<file path="src/hw/rtl/hsd_pkg.sv">
package hsd_pkg;

  localparam int CORDIC_STAGES = 24;

  // internal CORDIC datapath width (Q30 with headroom)
  localparam int CW = 34;

  // square root: radicand a<<30 with a <= 2^30, root up to 2^30
  localparam int SQ_RAD_W  = 61;
  localparam int SQ_ROOT_W = 31;

  localparam logic [23:0] RADIUS_RESET = 24'd6371000;

  // angles in units of 2^-17 degree
  localparam logic signed [26:0] DEG90_U17  = 27'sd11796480;
  localparam logic signed [26:0] DEG180_U17 = 27'sd23592960;

  localparam logic [63:0] ONE_Q30  = 64'd1 << 30;
  localparam logic [63:0] HALF_Q30 = 64'd1 << 29;

  typedef logic [63:0] u64_t;

  function automatic u64_t udiv(input u64_t n, input u64_t d);
    u64_t q;
    u64_t r;
    q = '0;
    r = '0;
    for (int i = 63; i >= 0; i--) begin
      r = {r[62:0], n[i]};
      if (r >= d) begin
        r = r - d;
        q[i] = 1'b1;
      end
    end
    return q;
  endfunction

  function automatic u64_t isqrt64(input u64_t v_in);
    u64_t v;
    u64_t res;
    u64_t bt;
    v = v_in;
    res = '0;
    bt = 64'd1 << 62;
    while (bt > v) bt = bt >> 2;
    while (bt != 0) begin
      if (v >= res + bt) begin
        v = v - (res + bt);
        res = (res >> 1) + bt;
      end else begin
        res = res >> 1;
      end
      bt = bt >> 2;
    end
    return res;
  endfunction

  // atan(1/m) in Q62
  function automatic u64_t atan_inv_q62(input u64_t m);
    u64_t p;
    u64_t sum;
    u64_t t;
    u64_t k;
    p = udiv(64'd1 << 62, m);
    sum = '0;
    k = '0;
    while (p != 0) begin
      t = udiv(p, 2 * k + 1);
      if (k[0]) sum = sum - t;
      else sum = sum + t;
      p = udiv(p, m * m);
      k = k + 1;
    end
    return sum;
  endfunction

  function automatic u64_t quarter_pi_q62();
    return 4 * atan_inv_q62(64'd5) - atan_inv_q62(64'd239);
  endfunction

  function automatic logic [31:0] atan_q30(input int i);
    u64_t sum;
    u64_t t;
    int k;
    sum = '0;
    k = 0;
    if (i == 0) begin
      sum = quarter_pi_q62();
    end else begin
      while (i * (2 * k + 1) <= 62) begin
        t = udiv((64'd1 << 62) >> (i * (2 * k + 1)), 64'(2 * k + 1));
        if (k[0]) sum = sum - t;
        else sum = sum + t;
        k = k + 1;
      end
    end
    t = (sum + (64'd1 << 31)) >> 32;
    return t[31:0];
  endfunction

  function automatic logic [31:0] gain_q30(input int n);
    u64_t prod;
    u64_t root;
    u64_t g;
    prod = 64'd1 << 60;
    for (int i = 0; i < n; i++) prod = prod + (prod >> (2 * i));
    root = isqrt64(prod);
    g = udiv((64'd1 << 60) + (root >> 1), root);
    return g[31:0];
  endfunction

  function automatic u64_t deg_to_rad_q40();
    return udiv(quarter_pi_q62() + 64'd45 * (64'd1 << 21), 64'd45 << 22);
  endfunction

  localparam u64_t D2R_Q40 = deg_to_rad_q40();
  localparam logic [17:0] D2R_HI = D2R_Q40[34:17];
  localparam logic [16:0] D2R_LO = D2R_Q40[16:0];

endpackage

</file>
<file path="src/hw/rtl/hsd_sqrt.sv">
module hsd_sqrt (
  input  logic                          clk,
  input  logic                          en,
  input  logic [hsd_pkg::SQ_RAD_W-1:0]  rad,
  output logic [hsd_pkg::SQ_ROOT_W-1:0] root
);

  localparam int RW = hsd_pkg::SQ_RAD_W;
  localparam int QW = hsd_pkg::SQ_ROOT_W;

  logic [RW-1:0] rems  [QW];
  logic [QW-1:0] roots [QW];

  // one result bit per stage, MSB first
  for (genvar k = 0; k < QW; k++) begin : g_digit
    localparam int B = QW - 1 - k;
    logic [RW-1:0] ri;
    logic [QW-1:0] qi;
    logic [63:0]   trial;
    if (k == 0) begin : g_first
      assign ri = rad;
      assign qi = '0;
    end else begin : g_next
      assign ri = rems[k-1];
      assign qi = roots[k-1];
    end
    assign trial = (64'(qi) << (B + 1)) + (64'd1 << (2 * B));
    always_ff @(posedge clk) begin
      if (en) begin
        if (64'(ri) >= trial) begin
          rems[k]  <= ri - trial[RW-1:0];
          roots[k] <= qi | (QW'(1) << B);
        end else begin
          rems[k]  <= ri;
          roots[k] <= qi;
        end
      end
    end
  end

  assign root = roots[QW-1];

endmodule

</file>
<file path="config.mk">
export PLATFORM = sky130hd
export DESIGN_NAME = hsd_sqrt
export DESIGN_NICKNAME = d
export VERILOG_FILES = /design/src/hw/rtl/hsd_pkg.sv /design/src/hw/rtl/hsd_sqrt.sv
export SDC_FILE = /design/constraint.sdc
export NUM_CORES = 2
export LEC_CHECK = 0
export BUFFER_PORTS_ARGS = -buffer_cell sky130_fd_sc_hd__buf_2
export CAP_MARGIN = 20
export CORE_UTILIZATION = 42
export CTS_BUF_LIST = sky130_fd_sc_hd__clkbuf_8
export DETAILED_ROUTE_END_ITERATION = 7
export SLEW_MARGIN = 10
export SYNTH_ARGS = -nofsm -noshare
export SYNTH_HDL_FRONTEND = slang
export SYNTH_SLANG_ARGS = --single-unit
</file>
<file path="constraint.sdc">
create_clock -name clk -period 5.07 [get_ports clk]
set_input_delay 1.014 -clock clk [delete_from_list [all_inputs] [get_ports clk]]
set_output_delay 1.014 -clock clk [all_outputs]
set_load 0.01 [all_outputs]
</file>
* After elaboration in Yosys (flattened, before gate mapping)
Memories as Yosys holds them, arrays and structs flattened.
Cells that the tools add are included.
** Storage, ports and cells
- Bits of input ports :: 63
- Memories :: 2
- Output and inout bits :: 31
- Word-level logic and storage cells :: 404
- Memory bits (writable) :: 2852
- Register bits :: 0
** Cells by class
- Add/subtract/negate cells :: 61
- Bitwise gates (word level) :: 62
- Mux-type cells :: 248
- Order comparisons :: 31
** Memories
- rems :: words 31, bits a word 61, read ports 30, clocked after Yosys merged registers in 0, write ports 31, line hsd_sqrt.sv:11 : logic [RW-1:0] rems [QW];
- roots :: words 31, bits a word 31, read ports 31, clocked after Yosys merged registers in 0, write ports 31, line hsd_sqrt.sv:12 : logic [QW-1:0] roots [QW];
** Operator list (count)
- $mux W61 :: 31
- $mux W31 :: 31
- $mux W1 :: 186
- $sub A61 B61 Y61 :: 2
- $add A61 B59 Y62 const B :: 1
- $ge A61 B62 Y1 :: 1
- $or A1 B1 Y1 :: 62
- $add A60 B57 Y61 const B :: 1
- $ge A61 B33 Y1 :: 1
- $ge A61 B34 Y1 :: 1
- $ge A61 B35 Y1 :: 1
- $ge A61 B36 Y1 :: 1
- $ge A61 B37 Y1 :: 1
- $ge A61 B38 Y1 :: 1
- $ge A61 B39 Y1 :: 1
- $ge A61 B40 Y1 :: 1
- $ge A61 B41 Y1 :: 1
- $ge A61 B42 Y1 :: 1
- $ge A61 B43 Y1 :: 1
- $ge A61 B44 Y1 :: 1
- $ge A61 B45 Y1 :: 1
- $ge A61 B46 Y1 :: 1
- $ge A61 B47 Y1 :: 1
- $ge A61 B48 Y1 :: 1
- 71 further kinds :: 71

* Logic depth before layout (Yosys ltp)
An unclocked memory read counts as a cell.
- Depth in word-level cells :: 7
- Mapped depth :: 15
- Gate-level depth less buffers :: 12

* Least setup slack after synthesis
No wires, ideal clock.
- Kind :: input -> register
- Start :: input en
- End :: memory rems[1][610] in the netlist's numbering (enable)
- Required time :: 4.592 ns
- Stages :: 4
- Path buffers :: 4
- Setup time :: 0.478 ns
- Arrival time :: 4.230 ns
- Path slack :: 0.362 ns
- Path through :: clkbuf_1 -> clkbuf_1 -> clkbuf_1 -> clkbuf_1
** RTL lines
- start: declaration :: line hsd_sqrt.sv:3 : input logic en,
- end: declaration :: line hsd_sqrt.sv:11

==> results.cfg <==
[die]
fp-row-count = 190
die_y_um = 520.5
core_region_area_um2 = 267700
die_w_um = 520.5
ioPinCount = 94
initial_core_util_pct = 42.19
die_area_um2 = 270900

[grt]
grt_max_degree = 195
gr-usage-all-layers_pct = 22.34
grt-ovfl-total = 0
grt_pass1_vias = 72320
antenna_found_initial = 13
grt_first_pass_wirelength_mm = 458.1

[worst_setup_path]
start_kind = flop
path_cells = ha_1 -> o21ai_0 -> a22oi_1 -> a41oi_1 -> o211ai_1 -> a31oi_1 -> o211a_2 -> or4_4 -> or4_1 -> xnor2_1
ff2ff_path_depth = 10
ff2ff_setup_slack_ns = 0.46
cp-startpoint = rems[1][736]
required_ns = 5.86
slowest_delay_ns = 0.78
arrival_ns = 5.40
r2r-end = rems[1][841]
r2r_start = rems[1][736]
path_max_fanout = 7
crit_slowest_cell = o211ai_1
end_kind = flop
cp-endpoint = rems[1][841]
crit_family = compound AO/OA/AOI/OAI gates
critPathKind = reg -> reg
crit_cells = 10
critical_path_buf_inv_count = 0

[sta]
max_slew_margin_pct = 15.49
rsz0062_at_grt = no
setup_tns_ns = 0
period_share_pct = 90.91
period_needed_ns = 4.609
tightest_slew_ns = 1.258
slew_violations = 0
fin_skew_ns = 0.1475
hold_viol_final = 0
max_freq_mhz = 217.0
setup_viol = 0

[synthesis]
synthAdderAreaFrac_pct = 5.813
synth-edff-count = 2326
synth_seq_cells = 2326
yosys.area.top_type = edfxtp_1
async_flop_share_pct = 0
synthMuxAreaShare_pct = 0.7734
yosysMostFrequentCell = edfxtp_1
synth_nets = 9752
synth_area_leaders = edfxtp_1 62%, ha_1 5.8%, xnor2_1 3.3%
syn_avg_cell_area_um2 = 12.32
synth_top_family_by_area = simple AND/OR/NAND/NOR gates
synthSimpleGateAreaFrac_pct = 12.89
synth_ff_type = edfxtp_1
yosysWarnings = 0
synth_cell_types = 96
synth_compound_area_share_pct = 9.527
yosysTopAreaCellShare_pct = 61.85
synth_common_cells = 2326 x edfxtp_1, 677 x nand2_1, 644 x inv_1
syn_inst = 9165
synth-xor-area-share_pct = 6.158
seq_area_frac_synth_pct = 61.85
synth_area_um2 = 112900

[cells_and_area]
utilization_pct = 47.01
syn_to_final_growth_pct = 11.43
drive_above_1_share_pct = 8.526
fin_nets = 10170
fillers = 24030
final_area_um2 = 125800

[power]
p_leak_nw = 47.01
ir_drop_uv = 262.3
combPwrFrac_pct = 23.0
p_int_w = 0.03750
switching_power_w = 0.01796
clkPwrFrac_pct = 28.9
p_sw_share_pct = 32.38
power_density_nw_per_um2 = 440.7
seq_power_share_pct = 48.1

[outcome]
outcome = finished with violations
violations = design-rule violations

[cts]
cts_buffers = 391
cts_root_buf = clkbuf_8
cts_sinks = 2326
clk_pin_slew_ns = 0.06
cts_tree = yes
cts_buffer_depth = 4
cts-resized-gates = 0
cts_setup_buffers = 0
clk_latency_ns = 1.14
holdBufCountCts = 60
htreeDepth = 5

[routing]
met2WireLength_mm = 135.9
wl_per_cell_um = 22.94
final_antenna_net_count = 0
drt_iter0_drc = 7013
drc_errors = 2
viasPerCell = 5.528
met1_length_mm = 142.7
firstDrtPassIters = 8
highest-signal-layer = met5
wl_met3_mm = 21.02
via_count = 74330
wl_mm = 308.5

[worst_hold_path]
hp-class = in -> reg
min_from = rad[60]

[placed_design]
io_buffers = 93
gp_congestion = 0.9532
dpl.hpwl_mm = 233.5
placed_cell_area_um2 = 117900

[run]
drv_cap = 0
-- cell usage in the layout, fill, tap and decap left out, types with 161 or more instances in the layout --
cell type / synthesis / final
inv_1: 644 / 745
o21ai_0: 486 / 486
xnor2_1: 420 / 420
edfxtp_1: 2326 / 2326
nand2_1: 677 / 677
a21o_1: 203 / 203
clkbuf_8: 0 / 397
a21oi_1: 522 / 522
nor2_1: 577 / 577
ha_1: 523 / 523
nand4_1: 161 / 161
nor3_1: 249 / 248
nor4_1: 332 / 332
nand3_1: 165 / 165
xor2_1: 374 / 374
-- worst reg2reg max path, cell delays in order, from the launching register on --
cell	delay, ns
edfxtp_1	0.40
ha_1	0.39
o21ai_0	0.15
a22oi_1	0.42
a41oi_1	0.31
o211ai_1	0.78
a31oi_1	0.41
o211a_2	0.43
or4_4	0.53
or4_1	0.44
xnor2_1	0.14
-- state kept, by name, indices dropped and copies added, names as in the netlist --
register / count
rems: 1830
roots: 496
-- power by group through the flow --
stage | Sequential (W) | Combinational [W] | Clock (W)
after global placement | 0.0270 | 0.0124 | 0
after global routing | 0.0269 | 0.0140 | 0.0172
after CTS | 0.0267 | 0.0126 | 0.0165
after detailed placement | 0.0270 | 0.0124 | 0
final | 0.0267 | 0.0127 | 0.0160
after floorplan | 0.0258 | 0.00900 | 0
-- worst min-delay path by stage --
stage                   endpoint  slack, ns  cells after the start
CTS                 roots[0][30]       0.06                      2
floorplan           rems[0][854]       0.42                      0
global route        roots[0][30]       0.09                      2
finish              roots[0][30]       0.19                      2
detailed placement  rems[0][750]       0.43                      0
global placement    rems[1][550]       0.43                      0
-- layer usage --
layer  GRT usage, %  vias up
li1               -    35180
met1          32.12    36220
met2          34.29     2433
met3          4.161      493
met4          6.624        6
met5              0        -
-- cell families after synthesis --
family | Yosys count
DFF | 2326
adders and majority gates | 524
xor gates and xnor gates | 794
muxes | 79
and+or+nand+nor | 2816
buffers and inverters | 890
AOI/OAI and AO/OA | 1736
-- metrics by stage --
stage,hold slack (ns),setup slack (ns),instances,total power [W]
CTS,0.06278,0.5656,13440,0.05573
finish,0.1866,0.4611,13450,0.05546
floorplan,0.4166,0.3622,9165,0.03485
detailed placement,0.4297,0.5367,12680,0.03942
global route,0.09092,0.3671,13440,0.05814
global placement,0.4292,0.6479,12680,0.03942
-- layout make-up --
| cell class | instances | area (um^2) | share of cell area [%] |
|---|---|---|---|
| Sequential cell | 2326 | 69850 | 55.51 |
| Multi-Input combinational cell | 5949 | 39750 | 31.59 |
| Clock buffer | 397 | 5464 | 4.342 |
| Tap cell | 3552 | 4444 | 3.532 |
| Inverter | 645 | 2421 | 1.924 |
| Timing Repair Buffer | 266 | 2009 | 1.597 |
| Clock inverter | 304 | 1881 | 1.494 |
| Antenna cell | 7 | 17.52 | 0.01392 |
(Power assumes the default switching activity.)
